--- config.mk ---
export PLATFORM = sky130hd
export DESIGN_NAME = irnb_front
export DESIGN_NICKNAME = d
export VERILOG_FILES = /design/src/design/irnb_pkg.sv /design/src/design/irnb_front.sv
export SDC_FILE = /design/constraint.sdc
export NUM_CORES = 2
export LEC_CHECK = 0
export ABC_AREA = 0
export BUFFER_PORTS_ARGS = -buffer_cell sky130_fd_sc_hd__buf_2
export CORE_ASPECT_RATIO = 0.7
export CORE_MARGIN = 3
export CORE_UTILIZATION = 45
export CTS_CLUSTER_DIAMETER = 200
export CTS_CLUSTER_SIZE = 24
export DETAILED_ROUTE_END_ITERATION = 10
export REMOVE_ABC_BUFFERS = 1
export SETUP_SLACK_MARGIN = 0.4
export SLEW_MARGIN = 20
export SYNTH_ARGS = -nofsm -noshare
export SYNTH_HDL_FRONTEND = slang
export SYNTH_SLANG_ARGS = --single-unit
--- constraint.sdc ---
create_clock -name i_clk -period 14.35 [get_ports i_clk]
set_input_delay 2.87 -clock i_clk [delete_from_list [all_inputs] [get_ports i_clk]]
set_output_delay 2.87 -clock i_clk [all_outputs]
set_load 0.01 [all_outputs]
--- src/design/irnb_pkg.sv ---
package irnb_pkg;

    localparam int MAX_SRC_WIDTH_D  = 256;
    localparam int MAX_SRC_HEIGHT_D = 256;
    localparam int MAX_CHANNELS_D   = 4;
    localparam int DEST_MAX         = 4096;
    localparam int CFG_IDX_W        = 3;
    localparam int CFG_DATA_W       = 25;

    localparam logic [CFG_IDX_W-1:0] CFG_SRC_W   = 3'd0;
    localparam logic [CFG_IDX_W-1:0] CFG_SRC_H   = 3'd1;
    localparam logic [CFG_IDX_W-1:0] CFG_DST_W   = 3'd2;
    localparam logic [CFG_IDX_W-1:0] CFG_DST_H   = 3'd3;
    localparam logic [CFG_IDX_W-1:0] CFG_NCH     = 3'd4;
    localparam logic [CFG_IDX_W-1:0] CFG_FILTER  = 3'd5;
    localparam logic [CFG_IDX_W-1:0] CFG_X_STEP  = 3'd6;
    localparam logic [CFG_IDX_W-1:0] CFG_Y_STEP  = 3'd7;

    typedef struct packed {
        logic       mode;
        logic [7:0] in_c0;
        logic [7:0] in_c1;
        logic [7:0] in_c2;
        logic [7:0] in_c3;
    } t_in_item;

    typedef struct packed {
        logic [7:0] out_c0;
        logic [7:0] out_c1;
        logic [7:0] out_c2;
        logic [7:0] out_c3;
        logic       frame_last;
    } t_out_item;

    // emit command handed from the front to the back
    typedef struct packed {
        logic [12:0] lc;
        logic [12:0] lr;
        logic [12:0] hc;
        logic [12:0] hr;
        logic [15:0] wx;
        logic [15:0] wy;
        logic        bilinear;
        logic [2:0]  nch;
        logic        last;
    } t_cmd;

endpackage

--- src/design/irnb_front.sv ---
module irnb_front #(
    parameter int MAX_SRC_WIDTH  = irnb_pkg::MAX_SRC_WIDTH_D,
    parameter int MAX_SRC_HEIGHT = irnb_pkg::MAX_SRC_HEIGHT_D,
    parameter int MAX_CHANNELS   = irnb_pkg::MAX_CHANNELS_D,
    parameter int AW = $clog2(MAX_SRC_WIDTH * MAX_SRC_HEIGHT)
) (
    input  logic                i_clk,
    input  logic                i_rst_n,
    input  logic                i_wr_en,
    input  logic [2:0]          i_wr_idx,
    input  logic [24:0]         i_wr_data,
    input  logic                i_valid,
    output logic                o_stall,
    input  irnb_pkg::t_in_item  i_data,
    output logic                o_ld_en,
    output logic [AW-1:0]       o_ld_addr,
    output logic [31:0]         o_ld_data,
    output logic [12:0]         o_sw,
    output logic                o_cmd_valid,
    input  logic                i_cmd_full,
    input  logic                i_rd_busy,
    output irnb_pkg::t_cmd      o_cmd
);
    localparam int DEPTH = MAX_SRC_WIDTH * MAX_SRC_HEIGHT;

    typedef enum logic [1:0] {S_IDLE, S_MUL, S_POS} t_state;

    logic [8:0]  r_src_w, r_src_h;
    logic [12:0] r_dst_w, r_dst_h;
    logic [2:0]  r_nch;
    logic        r_filter;
    logic [24:0] r_x_step, r_y_step;
    logic [AW:0] r_load_ptr;
    logic [11:0] r_col, r_row;
    logic        r_last;
    t_state      r_state;
    logic [37:0] r_cx, r_cy;

    logic [12:0] sw, sh, dw, dh;
    logic [2:0]  nch;
    logic        take, is_load;
    logic [AW:0] n_load_ptr;
    logic [25:0] px_full, py_full;
    logic [37:0] pxv, pyv, cxv, cyv;
    logic [12:0] lc, lr;

    function automatic logic [12:0] sat(input logic [12:0] v, input int hi);
        if (v == 13'd0) return 13'd1;
        if (int'(v) > hi) return 13'(hi);
        return v;
    endfunction

    always_comb begin
        sw  = sat({4'd0, r_src_w}, MAX_SRC_WIDTH);
        sh  = sat({4'd0, r_src_h}, MAX_SRC_HEIGHT);
        dw  = sat(r_dst_w, irnb_pkg::DEST_MAX);
        dh  = sat(r_dst_h, irnb_pkg::DEST_MAX);
        nch = 3'(sat({10'd0, r_nch}, MAX_CHANNELS));
    end

    // a load waits until earlier emits have read the pixel memory
    assign is_load = (i_data.mode == 1'b0);
    assign o_stall = (r_state != S_IDLE) || (is_load ? i_rd_busy : i_cmd_full);
    assign take    = i_valid && !o_stall;
    assign o_sw    = sw;

    assign o_ld_en   = take && is_load;
    assign o_ld_addr = r_load_ptr[AW-1:0];
    assign o_ld_data = {i_data.in_c3, i_data.in_c2, i_data.in_c1, i_data.in_c0};

    always_comb begin
        n_load_ptr = r_load_ptr + 1'b1;
        if ({{(26-AW-1){1'b0}}, n_load_ptr} >= 26'(sw) * 26'(sh)
            || int'(n_load_ptr) >= DEPTH) begin
            n_load_ptr = '0;
        end
    end

    always_comb begin
        cxv = r_cx >> 1;
        cyv = r_cy >> 1;
        pxv = (cxv >= 38'h8000) ? cxv - 38'h8000 : '0;
        pyv = (cyv >= 38'h8000) ? cyv - 38'h8000 : '0;
        if (!r_filter) begin
            pxv = cxv;
            pyv = cyv;
        end
        lc = (pxv[37:16] >= {9'd0, sw}) ? sw - 1'b1 : pxv[28:16];
        lr = (pyv[37:16] >= {9'd0, sh}) ? sh - 1'b1 : pyv[28:16];
        px_full = 26'(pxv[15:0]);
        py_full = 26'(pyv[15:0]);
    end

    always_comb begin
        o_cmd.lc       = lc;
        o_cmd.lr       = lr;
        o_cmd.hc       = (lc + 1'b1 < sw) ? lc + 1'b1 : sw - 1'b1;
        o_cmd.hr       = (lr + 1'b1 < sh) ? lr + 1'b1 : sh - 1'b1;
        o_cmd.wx       = r_filter ? px_full[15:0] : 16'd0;
        o_cmd.wy       = r_filter ? py_full[15:0] : 16'd0;
        o_cmd.bilinear = r_filter;
        o_cmd.nch      = nch;
        o_cmd.last     = r_last;
    end

    assign o_cmd_valid = (r_state == S_POS);

    always_ff @(posedge i_clk) begin
        if (!i_rst_n) begin
            r_src_w    <= 9'd1;
            r_src_h    <= 9'd1;
            r_dst_w    <= 13'd1;
            r_dst_h    <= 13'd1;
            r_nch      <= 3'd3;
            r_filter   <= 1'b0;
            r_x_step   <= 25'd65536;
            r_y_step   <= 25'd65536;
            r_load_ptr <= '0;
            r_col      <= '0;
            r_row      <= '0;
            r_last     <= 1'b0;
            r_state    <= S_IDLE;
        end else begin
            if (i_wr_en) begin
                case (i_wr_idx)
                    irnb_pkg::CFG_SRC_W:  r_src_w  <= i_wr_data[8:0];
                    irnb_pkg::CFG_SRC_H:  r_src_h  <= i_wr_data[8:0];
                    irnb_pkg::CFG_DST_W:  r_dst_w  <= i_wr_data[12:0];
                    irnb_pkg::CFG_DST_H:  r_dst_h  <= i_wr_data[12:0];
                    irnb_pkg::CFG_NCH:    r_nch    <= i_wr_data[2:0];
                    irnb_pkg::CFG_FILTER: r_filter <= i_wr_data[0];
                    irnb_pkg::CFG_X_STEP: r_x_step <= i_wr_data;
                    irnb_pkg::CFG_Y_STEP: r_y_step <= i_wr_data;
                    default: ;
                endcase
            end
            case (r_state)
                S_IDLE: begin
                    if (take && is_load) begin
                        r_load_ptr <= n_load_ptr;
                    end else if (take) begin
                        r_state <= S_MUL;
                    end
                end
                S_MUL: begin
                    // centre times two, product of 13 by 25 bits
                    r_cx   <= 38'({r_col, 1'b1}) * 38'(r_x_step);
                    r_cy   <= 38'({r_row, 1'b1}) * 38'(r_y_step);
                    r_last <= 1'b0;
                    if ({1'b0, r_col} + 13'd1 >= dw) begin
                        r_col <= '0;
                        if ({1'b0, r_row} + 13'd1 >= dh) begin
                            r_row  <= '0;
                            r_last <= 1'b1;
                        end else begin
                            r_row <= r_row + 1'b1;
                        end
                    end else begin
                        r_col <= r_col + 1'b1;
                    end
                    r_state <= S_POS;
                end
                S_POS: begin
                    r_state <= S_IDLE;
                end
                default: r_state <= S_IDLE;
            endcase
        end
    end
endmodule

==> key figures <==
Outcome
  – Outcome: completed

Detailed routing
  – Vias/cell: 5.37
  – Drt drc: 0
  – DR vias: 27,500
  – Routed len/inst: 19.3 µm
  – Final ANT Viol Nets: 0
  – Final wirelength: 98,600 µm
  – DR iter-0 viols: 2,150
  – DRT Pass-1 Iters: 5

Finish
  – Non-Filler Instances: 5,118
  – Footprint of the multi-input gates: 26,900 µm²
  – Commonest non-fill, non-tap cell in the layout: nand2_1
  – Sequential cell area: 5070 µm²
  – Fillers: 7,676
  – Nets@finish: 5,004
  – Layout cells sized above 1: 5.65%
  – P&R area growth vs syn: 4.29%
  – Commonest non-fill, non-tap cells in the layout: 785 x nand2_1, 603 x inv_1, 556 x fa_1

Global routing
  – First-pass GRT wire length: 158,000 µm
  – Largest net degree at the start of global routing: 88
  – Total track usage: 24.2%
  – Initial antenna violation count: 3
  – Overflow after GRT: 0
  – Number of global-route vias before repair: 26,700

STA
  – Tcrit/Tclk final: 78.5%
  – Worst Tran Pin Value: 1.05 ns
  – Max Freq: 88.8 MHz
  – Worst relative slew slack: 30.0%
  – Clk_skew: 0.0411 ns
  – Min cycle time layout: 11.27 ns
  – Max-slew violations: 0
  – Final setup vio count: 0
  – Final Hold Vio Count: 0
  – Unrepaired setup endpoints after global routing: false
  – Setup_tns: 0 ns

Logic synthesis
  – Synth Cell Area: 35,400 µm²
  – Cells after synthesis: 4,120
  – Synthesis Warnings: 0
  – Seq/Total Area, Yosys: 14.3%
  – Number of flops mapped to enable cells by yosys: 74
  – Mean Syn Cell Area: 8.59 µm²
  – Most used flip-flop cell after synthesis: dfxtp_1
  – Async S/R FF share, synth: 0%
  – Netlist cell types: 77
  – #FFs+latches synth: 216

Power
  – Switching share of power: 30.7%
  – PwrDens: 34.5 nW/µm²
  – Switching pwr: 0.391 mW
  – Logic gate share of total power: 15.8%
  – Sequential share of power: 52.0%
  – VDD IR max: 0.0570 mV
  – Leak: 17.2 nW
  – P_int: 0.883 mW
  – Clock power share: 32.2%

Setup path
  – Critical path endpoint category: primary output
  – Worst EP arrival: 8.40 ns
  – Startpoint types: flop
  – Critical path class: reg2out
  – CP required: 11.48 ns
  – CP Max Fanout: 25

Die
  – Die Footprint: 82,100 µm²
  – Initial Utilization: 45.7%
  – Placeable Area: 77,400 µm²
  – Die Y: 241 µm
  – FP Rows: 85
  – Die Wd: 341 µm
  – I/O pin total: 220

Clocking
  – H-tree levels: 1
  – Setup bufs post-CTS: 0
  – Clk slew on worst S/H paths: 0.12 ns
  – Clk Latency, worst-skew pair: 0.55 ns
  – CTS Buf Count: 12
  – CTS root buf: clkbuf_16
  – CTS resizes: 0
  – Clock Tree Buf Depth: 3
  – CTS Hold Bufs: 0
  – CTS tree: done
  – Clock Sinks: 216

Place
  – DP Cell Count: 5,097
  – Hpwl dp: 78,700 µm
  – Final Wtd Congestion: 0.907
  – # port buffers: 143

Min path
  – Hold Crit Class: reg2reg

Flow run
  – Max Cap Viol: 0
critical path: stages, from the launching register on:
cell and delay [ns]:
edfxtp_1 0.45, or3_1 0.48, or4_4 0.57, nor4_1 0.74
nor2_1 0.24, ha_1 0.37, nand3_1 0.09, nand2_1 0.06
a41oi_1 0.17, a21oi_1 0.21, nor3_4 0.78, nor2_1 0.20
mux2i_1 0.32, ha_1 0.32, o221ai_1 0.16, xor2_1 0.23
inv_1 0.11, ha_1 0.30, nand4_1 0.12, nand2b_1 0.11
nand2_1 0.05, a221o_1 0.39, a311oi_2 0.85, mux2_2 0.41
buf_2 0.14
cell families after synthesis:
family          count (synthesis)  synth area share (%)
fa+ha+maj                     869                  42.5
compound gates                478                  8.97
other cells                     1                0.0106
flops                         216                  14.3
simple gates                 1509                  19.7
buf+inv                       868                  9.95
mux                            33                 0.955
xor+xnor                      146                  3.61
power by group through the flow:
stage | logic, mW | clock network, mW | registers, mW
floorplan | 0.124 | 0 | 0.666
global placement | 0.200 | 0 | 0.675
detailed placement | 0.200 | 0 | 0.675
CTS | 0.201 | 0.419 | 0.661
global route | 0.222 | 0.441 | 0.663
finish | 0.202 | 0.410 | 0.662
stage by stage:
stage / utilization, % / total power, mW / hold slack [ns] / instance area, µm² / worst slack (ns)
after floorplan: - / 0.790 / 0.439 / 34200 / 4.63
after global placement: 47.2 / 0.874 / 0.461 / 36500 / 3.71
after detailed placement: 47.2 / 0.875 / 0.467 / 36500 / 3.75
after CTS: 47.6 / 1.28 / 0.484 / 36900 / 3.16
after global routing: 47.7 / 1.33 / 0.497 / 36900 / 2.53
final: 47.7 / 1.27 / 0.472 / 36900 / 3.08
registers in the layout (all words and copies together), names as in the netlist:
register and count:
r_y_step 25, r_last 1, r_x_step 25, r_dst_h 13
r_cx 37, r_filter 1, r_src_h 9, r_dst_w 13
r_nch 3, r_src_w 9, r_state 2, r_cy 37
r_row 12, r_load_ptr 17, r_col 12
Yosys cell counts (all sizes together), types with 21 or more instances:
cell type	number	area (µm²)
nand3	64	320
dfxtp	142	2840
edfxtp	74	2220
o21ai	66	334
and3	34	213
nor2b	24	150
ha	313	3920
fa	556	11100
nor3	60	323
buf	96	624
nor2	195	732
mux2i	27	270
a21o	61	458
and2	208	1300
xor2	47	412
nor4	23	144
a21boi	74	556
a21oi	133	666
nand2	785	2950
nand4	21	131
xnor2	99	867
clkbuf	166	623
inv	603	2260
nand2b	23	144
path summary, 6_finish.rpt:
kind	endpoint	from	cells past startpoint	slack (ns)
worst max-delay path	o_cmd[54]	r_cx[19]	24	3.08
worst min-delay path	r_y_step[12]	r_y_step[12]	2	0.47
worst max register to register	r_cy[37]	r_row[7]	20	6.53
worst min register to register	r_y_step[12]	r_y_step[12]	2	0.47
final cells by class:
class                   count  share of cell area [%]
multi-input cells        3047                    72.8
flip-flops and latches    216                    13.7
inverters                 606                    6.16
well taps                1044                    3.54
repair buffers            185                    2.83
clock buffers              19                   0.942
diodes                      1                 0.00678
per-layer routing:
| metal | part of all wire, % | up-vias | track usage [%] |
|---|---|---|---|
| met1 | 52 | 13700 | 39.6 |
| met3 | 7.8 | 40 | 4.46 |
| met5 | 0.026 | - | 0 |
| met2 | 40 | 847 | 33.9 |
| met4 | 0.58 | 4 | 1.52 |
| li1 | - | 12800 | - |
No activity file was read; power rests on OpenSTA's default activity.
