### src/design/irnb_pkg.sv
package irnb_pkg;

    localparam int MAX_SRC_WIDTH_D  = 256;
    localparam int MAX_SRC_HEIGHT_D = 256;
    localparam int MAX_CHANNELS_D   = 4;
    localparam int DEST_MAX         = 4096;
    localparam int CFG_IDX_W        = 3;
    localparam int CFG_DATA_W       = 25;

    localparam logic [CFG_IDX_W-1:0] CFG_SRC_W   = 3'd0;
    localparam logic [CFG_IDX_W-1:0] CFG_SRC_H   = 3'd1;
    localparam logic [CFG_IDX_W-1:0] CFG_DST_W   = 3'd2;
    localparam logic [CFG_IDX_W-1:0] CFG_DST_H   = 3'd3;
    localparam logic [CFG_IDX_W-1:0] CFG_NCH     = 3'd4;
    localparam logic [CFG_IDX_W-1:0] CFG_FILTER  = 3'd5;
    localparam logic [CFG_IDX_W-1:0] CFG_X_STEP  = 3'd6;
    localparam logic [CFG_IDX_W-1:0] CFG_Y_STEP  = 3'd7;

    typedef struct packed {
        logic       mode;
        logic [7:0] in_c0;
        logic [7:0] in_c1;
        logic [7:0] in_c2;
        logic [7:0] in_c3;
    } t_in_item;

    typedef struct packed {
        logic [7:0] out_c0;
        logic [7:0] out_c1;
        logic [7:0] out_c2;
        logic [7:0] out_c3;
        logic       frame_last;
    } t_out_item;

    // emit command handed from the front to the back
    typedef struct packed {
        logic [12:0] lc;
        logic [12:0] lr;
        logic [12:0] hc;
        logic [12:0] hr;
        logic [15:0] wx;
        logic [15:0] wy;
        logic        bilinear;
        logic [2:0]  nch;
        logic        last;
    } t_cmd;

endpackage

### src/design/irnb_queue.sv
module irnb_queue (
    input  logic           i_clk,
    input  logic           i_rst_n,
    input  logic           i_push,
    input  irnb_pkg::t_cmd i_cmd,
    output logic           o_full,
    input  logic           i_pop,
    output logic           o_empty,
    output irnb_pkg::t_cmd o_cmd
);
    irnb_pkg::t_cmd r_mem [2];
    logic       r_wp, r_rp;
    logic [1:0] r_cnt;

    assign o_full  = (r_cnt == 2'd2);
    assign o_empty = (r_cnt == 2'd0);
    assign o_cmd   = r_mem[r_rp];

    always_ff @(posedge i_clk) begin
        if (i_push) begin
            r_mem[r_wp] <= i_cmd;
        end
    end

    always_ff @(posedge i_clk) begin
        if (!i_rst_n) begin
            r_wp  <= 1'b0;
            r_rp  <= 1'b0;
            r_cnt <= '0;
        end else begin
            if (i_push) r_wp <= !r_wp;
            if (i_pop)  r_rp <= !r_rp;
            r_cnt <= r_cnt + 2'(i_push) - 2'(i_pop);
        end
    end
endmodule

### config.mk
export PLATFORM = sky130hd
export DESIGN_NAME = irnb_queue
export DESIGN_NICKNAME = d
export VERILOG_FILES = /design/src/design/irnb_pkg.sv /design/src/design/irnb_queue.sv
export SDC_FILE = /design/constraint.sdc
export NUM_CORES = 1
export LEC_CHECK = 0
export BUFFER_PORTS_ARGS = -buffer_cell sky130_fd_sc_hd__buf_4
export CAP_MARGIN = 20
export CORE_MARGIN = 1.5
export CORE_UTILIZATION = 56
export DETAILED_ROUTE_END_ITERATION = 6
export GPL_ROUTABILITY_DRIVEN = 0
export PLACE_DENSITY = 0.92
export SLEW_MARGIN = 20
export SYNTH_ARGS = -nofsm -noshare
export SYNTH_HDL_FRONTEND = slang
export SYNTH_SLANG_ARGS = --single-unit
### constraint.sdc
create_clock -name i_clk -period 14.4 [get_ports i_clk]
set_clock_uncertainty 0.1 [all_clocks]
set_input_delay 1.44 -clock i_clk [delete_from_list [all_inputs] [get_ports i_clk]]
set_output_delay 1.44 -clock i_clk [all_outputs]
set_load 0.05 [all_outputs]
==> results of run 1 <==
==> stage by stage <==
step / setup slack [ns] / cell area (um^2) / utilization
after floorplan: 8.40 / 6680 / -
after CTS: 10.76 / 8840 / 0.768
final: 10.81 / 8840 / 0.768
after global routing: 10.70 / 8840 / 0.768
after global placement: 10.79 / 8180 / 0.711
after detailed placement: 10.70 / 8240 / 0.715
==> cells by family (layout without fill, tap and decap cells) <==
group / count (synthesis) / count (layout) / share of synthesized area
xor gates and xnor gates: 2 / 2 / 0.00468
DFF: 183 / 183 / 0.815
and+or+nand+nor: 9 / 9 / 0.00805
buffers and inverters: 12 / 220 / 0.0114
muxes: 89 / 89 / 0.156
AOI/OAI and AO/OA: 1 / 1 / 0.00112
adders and majority gates: 2 / 2 / 0.00375
==> worst max-delay path, cell delays in order, from the launching register on <==
cell and delay (ns):
dfxtp_4 0.68, buf_16 0.33, mux2_2 0.39, buf_4 0.19
==> area by class of cell <==
| type | count | share of cell area |
|---|---|---|
| flip-flops and latches | 183 | 0.616 |
| repair buffers | 186 | 0.162 |
| multi-input cells | 103 | 0.132 |
| clock buffers | 19 | 0.0512 |
| well taps | 143 | 0.0202 |
| clock inverters | 13 | 0.0173 |
| inverters | 2 | 0.000849 |
==> power breakdown <==
| group | switching, mW | internal (mW) | leakage, nW |
|---|---|---|---|
| Combinational | 0.144 | 0.0842 | 1.35 |
| Clock | 0.183 | 0.281 | 0.289 |
| Sequential | 0.0115 | 0.616 | 1.71 |
| Total | 0.339 | 0.981 | 3.35 |
==> layer usage <==
metal | part of all wire | track usage | wire [um] | up-vias
li1 | - | - | - | 1565
met1 | 0.36 | 0.218 | 4470 | 1687
met2 | 0.55 | 0.364 | 6730 | 126
met3 | 0.068 | 0.0643 | 834 | 24
met4 | 0.019 | 0.0802 | 227 | 0
met5 | 0 | 0 | 0 | -
==> flip-flops by register name, summed over array words and instances (netlist names), named ones only <==
name	flops
r_mem	178
r_cnt	2
r_rp	1
r_wp	1
==> layout by cell type (no fill, tap or decap) <==
cell type,Yosys,final
clkinvlp_4,0,4
xor2_1,1,1
clkinv_1,0,1
mux2_4,10,10
inv_6,0,1
edfxtp_1,178,178
inv_1,2,2
dfxtp_1,5,4
and2_1,4,3
o21a_1,1,1
bufinv_16,0,3
buf_4,0,184
clkbuf_16,0,17
clkbuf_8,0,2
nor2_1,1,1
dfxtp_4,0,1
and2_4,0,1
nor2b_1,4,3
xnor3_1,1,1
buf_16,0,2
clkinv_2,0,4
ha_1,2,2
mux2_2,79,79
nor2b_4,0,1
==> worst max-delay path by stage <==
stage                  start            to  slack [ns]
floorplan             i_push   r_mem[0][0]        8.40
global placement      i_push   r_mem[0][0]       10.79
detailed placement    i_push  r_mem[0][70]       10.70
CTS                 register     o_cmd[55]       10.76
global route        register     o_cmd[60]       10.70
finish              register     o_cmd[41]       10.81
==> results.toml, run 1 <==
[run_status]
status = "finished, violations left"
failed_checks = "design-rule violations"

[timing]
tns_ns = 0
setup_viol = 0
relSlewSlack = 0.315
hold_viol_final = 0
holdWs_ns = 0.484
slew_viol_final = 0
final.min_clock_period_ns = 3.59
rsz0062_at_grt = "no"
period_share = 0.249
max_freq_mhz = 278
worst-slew-pin-transition_ns = 1.02

[logic_synthesis]
avgSynthCellArea_um2 = 22.4
synth_common_cells = "178 x edfxtp_1, 79 x mux2_2, 10 x mux2_4"
synth.cell_area_mm2 = 0.00668
syn_nets = 393
synth_seq_cells = 183
yosysTopAreaCellShare = 0.800
synth-edff-count = 178
yosys_warnings = 0
synth_async_sr_flop_share = 0
yosysUniqueCellTypes = 14
synth.largest_area_cell = "edfxtp_1"
yosysMostFrequentCell = "edfxtp_1"
netlist_instances = 298
ys.flop_type = "edfxtp_1"
synth_seq_area_share = 0.815
ys_top_cells_by_area = "edfxtp_1 80%, mux2_2 13%, mux2_4 2.2%"

[die]
die_area_mm2 = 0.0126
floorplan.rows = 39
io_pins = 184
core-area_mm2 = 0.0115
die_y_um = 112
die_w_um = 112
start_util = 0.580

[cts]
cts_resized = 0
cts_buffers = 17
clock_latency_ns = 0.41
h-tree-depth = 4
root_buffer = "clkbuf_16"
cts_tree = "done"
cts_hold_buf = 0
postCtsSetupBuffers = 0
path_clk_slew_ns = 0.06
clock_path_buffers = 2
cts_sinks = 183

[global_routing]
grtUsageTotal = 0.200
grt-ovfl-total = 0
grt_antenna_before_repair = 0
grt_pass1_vias = 3750
grt_pass1_wl_um = 18600
grt_max_degree = 58

[route]
routed_wl_um = 12300
drc_errors = 12
route.vias.total = 3402
dr.pass1.iters = 7
antenna_left = 0
vias_per_cell = 5.24
drt_iter0_drc = 204
routedWlPerCell_um = 18.9

[finish]
fillers = 638
regArea_mm2 = 0.00545
syn2layout_area_growth_pct = 32.4
diodes = 0
multi_input_area_mm2 = 0.00117
nets = 588
final_cells = 649
drive_gt1_frac = 0.611

[setup_path]
r2r_setup_slack_ns = 12.01
critPathArrivalTime_ns = 2.05
crit_path_start_kind = "register"
rr_worst_depth = 2
r2r-end = "r_mem[0][80]"
cp-end-kind = "output port"
path_max_fanout = 57
r2r_start = "r_wp"
worstSetupPathType = "register to output port"
cp.required_ns = 12.86

[min_path]
min_path_type = "register to register"
hold-path-cell-count = 2
hold_path.startpoint = "r_rp"

[power]
cellPowerDensity_mw_per_mm2 = 149
leakage_nw = 3.35
power_mw = 1.32
ir_drop_uv = 107

[place]
io_buffers = 183
hpwl_um = 7980
dpl.cell_count = 617

[run]
max-cap-violations = 0
(Power assumes the default switching activity.)
==> inputs of run 2 (changes only) <==
Settings changed: ABC_AREA set to 1, CORE_UTILIZATION 56 to 47, PLACE_DENSITY 0.92 to 0.83.
Clock period 14.4 ns to 3.3 ns, I/O delays scaled along.
==> run 2 against run 1 <==
  * Die area is 19% higher
  * Sequential share of layout area is 5.3 points lower
  * First-iteration DRC count rose by 12%
  * Core utilization down 7.0 points
  * Via count up 13%
  * Design area up 9.5%
  * Sequential power grew to 4.3 times the previous value
  * Routed wire length is 11% higher
  * The run now ends clean
  * Worst hold slack got worse by 0.46 ns
  * Largest power group unchanged
==> results.toml, run 2 <==
[timing]
worst-slew-pin-transition_ns = 0.702
setup_viol = 0
relSlewSlack = 0.532
tns_ns = 0
rsz0062_at_grt = "no"
hold_viol_final = 0
period_share = 0.767
slew_viol_final = 0
max_freq_mhz = 395
holdWs_ns = 0.0216
final.min_clock_period_ns = 2.53

[logic_synthesis]
yosys_warnings = 0
syn_nets = 405
synth_seq_area_share = 0.815
avgSynthCellArea_um2 = 21.5
synth.cell_area_mm2 = 0.00668
netlist_instances = 310
yosysUniqueCellTypes = 12
synth_async_sr_flop_share = 0
yosysMostFrequentCell = "edfxtp_1"
synth_common_cells = "178 x edfxtp_1, 79 x mux2_2, 10 x mux2_4"
ys.flop_type = "edfxtp_1"
ys_top_cells_by_area = "edfxtp_1 80%, mux2_2 13%, mux2_4 2.2%"
yosysTopAreaCellShare = 0.800
synth.largest_area_cell = "edfxtp_1"
synth-edff-count = 178
synth_seq_cells = 183

[route]
routedWlPerCell_um = 17.2
dr_wl_met3_um = 868
antenna_left = 0
wl_met2_um = 7500
drt_iter0_drc = 229
route.vias.total = 3832
drc_errors = 0
met1_length_um = 4920
routed.top_layer = "met4"
routed_wl_um = 13600
dr.pass1.iters = 4
vias_per_cell = 4.86

[place]
io_buffers = 183
placed_area_mm2 = 0.00828
hpwl_um = 8090

[min_path]
hold-path-cell-count = 3
min_path_type = "primary input to register"

[global_routing]
grt_max_degree = 58
grtUsageTotal = 0.182
grt_antenna_before_repair = 0
grt_pass1_wl_um = 20000
grt_pass1_vias = 4150
grt-ovfl-total = 0

[setup_path]
cp_slowest_cell = "dfxtp_4"
worstSetupPathType = "register to output port"
cp_cell_sequence = "buf_12 > mux2_2 > buf_4"
crit_path_start_kind = "register"
rr_worst_depth = 3
critPathArrivalTime_ns = 2.10
cp-end-kind = "output port"
max_stage_delay_ns = 0.67
path_max_fanout = 57
cp.required_ns = 2.87

[run_status]
status = "complete, no violations"

[power]
cellPowerDensity_mw_per_mm2 = 565
ir_drop_uv = 562
leakage_nw = 3.71

[die]
die_w_um = 122
start_util = 0.481
floorplan.rows = 43
die_y_um = 122
io_pins = 184
core-area_mm2 = 0.0139
die_area_mm2 = 0.0149

[cts]
cts_tree = "done"
cts_sinks = 183
path_clk_slew_ns = 0.07
clock_latency_ns = 0.41
h-tree-depth = 4
cts_buffers = 17
postCtsSetupBuffers = 0
cts_resized = 0
root_buffer = "clkbuf_16"
cts_hold_buf = 88
clock_path_buffers = 2

[finish]
syn2layout_area_growth_pct = 45.0
final_cell_mix = "185 x buf_4, 178 x edfxtp_1, 89 x dlygate4sd3_1"
drive_gt1_frac = 0.507
max_flop_register = "r_mem"
fillers = 880
top_regs = "r_mem (178), r_cnt (2)"
nets = 690
mostFrequentLayoutCell = "buf_4"
final_area_mm2 = 0.00969
utilization = 0.698
largest_register_ffs = 178
diodes = 0

[run]
max-cap-violations = 0
==> run 2: worst paths after layout <==
check | slack, ns | startpoint | to
max | 0.77 | register | o_cmd[41]
min | 0.02 | i_rst_n | r_cnt[0]
max reg2reg | 1.47 | r_wp | r_mem[1][81]
min reg2reg | 0.41 | r_rp | r_rp
==> run 2: cell type report <==
type	instances	area (um^2)	share of cell area
repair buffers	276	2320	0.240
flip-flops and latches	183	5450	0.563
well taps	180	225	0.0233
clock buffers	19	433	0.0447
clock inverters	13	83.8	0.00866
inverters	7	28.8	0.00297
multi-input cells	110	1150	0.118
==> run 2: worst max-delay path: cells and delay by family, from the launching register on <==
kind                   cells  cell delay, ns
buffers and inverters      2            0.54
multiplexers               1            0.39
flip-flops                 1            0.67
==> run 2: cells by family (layout without fill, tap and decap cells) <==
| group | Yosys count | after routing | share of synthesized area |
|---|---|---|---|
| AO/OA/AOI/OAI | 1 | 1 | 0.000749 |
| adder cells (fa/ha/maj) | 2 | 2 | 0.00375 |
| buffers and inverters | 17 | 315 | 0.0142 |
| flip-flops | 183 | 183 | 0.815 |
| multiplexers | 89 | 89 | 0.156 |
| AND/OR/NAND/NOR | 18 | 18 | 0.0103 |
==> run 2: metrics by stage <==
| step | worst slack (ns) | cells | power (mW) |
|---|---|---|---|
| 2_1_floorplan | 0.110 | 310 | 3.36 |
| 3_3_place_gp | 1.22 | 667 | 3.65 |
| 3_5_place_dp | 1.21 | 667 | 3.67 |
| 4_1_cts | 0.758 | 787 | 5.51 |
| 5_1_grt | 0.686 | 788 | 5.66 |
| 6_report | 0.767 | 788 | 5.48 |
==> run 2: power by group <==
| group | internal (mW) | switching, mW | total (mW) |
|---|---|---|---|
| sequential | 2.69 | 0.0445 | 2.73 |
| combinational | 0.385 | 0.588 | 0.973 |
| clock | 0.957 | 0.812 | 1.77 |
==> run 2: per-layer routing <==
layer / global-route usage / vias to the layer above
met5: 0 / -
met4: 0.0850 / 0
met3: 0.0548 / 21
met2: 0.335 / 129
met1: 0.189 / 1903
li1: - / 1779
==> inputs of run 3 (changes only) <==
Settings changed: CORE_UTILIZATION 47 to 52, PLACE_DENSITY 0.83 to 0.86.
Clock period 3.3 ns to 2.59 ns, I/O delays scaled along.
==> run 3 against run 2 <==
  * Sequential cell count did not move
  * Critical endpoint is now o_cmd[6]
  * Non-clock buffer count grew 4
  * Design area grew 1.1%
  * Register-to-register slack worse by 0.52 ns
  * Global-route usage up 3.6 points
  * Highest routed layer unchanged
  * Cell count fell by 0.51%
==> results.toml, run 3 (synthesized netlist as in run 2, its figures left out) <==
[finish]
mostFrequentLayoutCell = "buf_4"
max_flop_register = "r_mem"
utilization = 0.779
nets = 694
largest_register_ffs = 178
syn2layout_area_growth_pct = 46.6
final_cell_mix = "188 x buf_4, 178 x edfxtp_1, 91 x dlygate4sd3_1"
diodes = 0
drive_gt1_frac = 0.503
top_regs = "r_mem (178), r_cnt (2)"
final_area_mm2 = 0.00979
final_cells = 784

[setup_path]
crit_path_start_kind = "register"
path_max_fanout = 44
cp-end-kind = "output port"
cp.required_ns = 2.23
worstSetupPathType = "register to output port"
r2r-end = "r_mem[1][49]"
critPathArrivalTime_ns = 1.91
r2r_setup_slack_ns = 0.95
rr_worst_depth = 3
r2r_start = "r_wp"

[power]
leakage_nw = 3.75
cellPowerDensity_mw_per_mm2 = 755
power_mw = 7.39
ir_drop_uv = 502

[min_path]
hold_path.startpoint = "i_push"
holdPathEnd = "r_wp"
min_path_type = "primary input to register"
hold-path-cell-count = 3

[route]
routedWlPerCell_um = 18.6
vias_per_cell = 5.00
dr.pass1.iters = 4
antenna_left = 0
route.vias.total = 3920
routed_wl_um = 14600
drt_iter0_drc = 207
drc_errors = 0

[timing]
worst-slew-pin-transition_ns = 0.625
final.min_clock_period_ns = 2.27
setup_viol = 0
rsz0062_at_grt = "no"
layout_setup_ws_ns = 0.316
tns_ns = 0
max_freq_mhz = 440
relSlewSlack = 0.584
slew_viol_final = 0
hold_viol_final = 0
holdWs_ns = 0.0334
period_share = 0.878

[die]
die_y_um = 116
die_w_um = 116
floorplan.rows = 41
io_pins = 184
core-area_mm2 = 0.0126
start_util = 0.531
die_area_mm2 = 0.0135

[cts]
path_clk_slew_ns = 0.06
cts_tree = "done"
clock_latency_ns = 0.41
cts_buffers = 17
cts_resized = 0
cts_sinks = 183
clock_path_buffers = 2
h-tree-depth = 4
root_buffer = "clkbuf_16"

[global_routing]
grt-ovfl-total = 0
grt_pass1_vias = 4150
grt_pass1_wl_um = 21500
grtUsageTotal = 0.218
grt_max_degree = 46
grt_antenna_before_repair = 0

[place]
io_buffers = 183
placed_area_mm2 = 0.00827
dpl.cell_count = 661
pre_cts_slack_ns = 0.751
hpwl_um = 8090

[run]
max-cap-violations = 0

[run_status]
status = "complete, no violations"
==> run 3: changes by cell type in the layout (fill, tap and decap cells not counted) <==
cell           change
clkinvlp_4         +2
dlygate4sd3_1      +2
clkinv_2           -5
inv_6              +1
clkinv_4           -3
buf_4              +3
clkinv_1           +3
bufinv_16          +4
buf_12             -1
inv_4              -1
clkbuf_1           -1
==> run 3: metal layers <==
layer | wire length [um] | global-route usage | share of wire | vias to the layer above
met4 | 177 | 0.0732 | 0.012 | 0
met5 | 0 | 0 | 0 | -
met3 | 842 | 0.0592 | 0.058 | 19
li1 | - | - | - | 1784
met2 | 8160 | 0.407 | 0.56 | 144
met1 | 5440 | 0.241 | 0.37 | 1973
==> run 3: power breakdown <==
part	total [mW]	switching [mW]	internal, mW
Sequential	3.47	0.0462	3.43
Combinational	1.27	0.777	0.494
Clock	2.64	1.04	1.61
Total	7.39	1.86	5.53
==> run 3: layout make-up <==
cell class                      count  area (um^2)
Sequential cell                   183         5450
Tap cell                          172          215
Clock buffer                       18          429
Timing Repair Buffer              280         2340
Clock inverter                     14          180
Inverter                            7         30.0
Fill cell                         639         2780
Multi-Input combinational cell    110         1150
==> run 3: worst max-delay path, cell delays in order (launching register included) <==
cell	delay, ns
dfxtp_4	0.35
buf_4	0.50
mux2_2	0.42
buf_4	0.19
==> run 3: worst max path at each step <==
stage,start,end,slack [ns]
final,register,o_cmd[6],0.32
after global routing,register,o_cmd[59],0.25
after CTS,register,o_cmd[77],0.31
after detailed placement,register,o_cmd[77],0.75
after global placement,register,o_cmd[65],0.78
after floorplan,r_wp,r_mem[1][0],0.35
==> run 3: what timing repair did <==
| action | in CTS | in global routing |
|---|---|---|
| hold endpoints to repair | 182 | 0 |
| hold buffers | 91 | 0 |
| setup buffers | 0 | 0 |
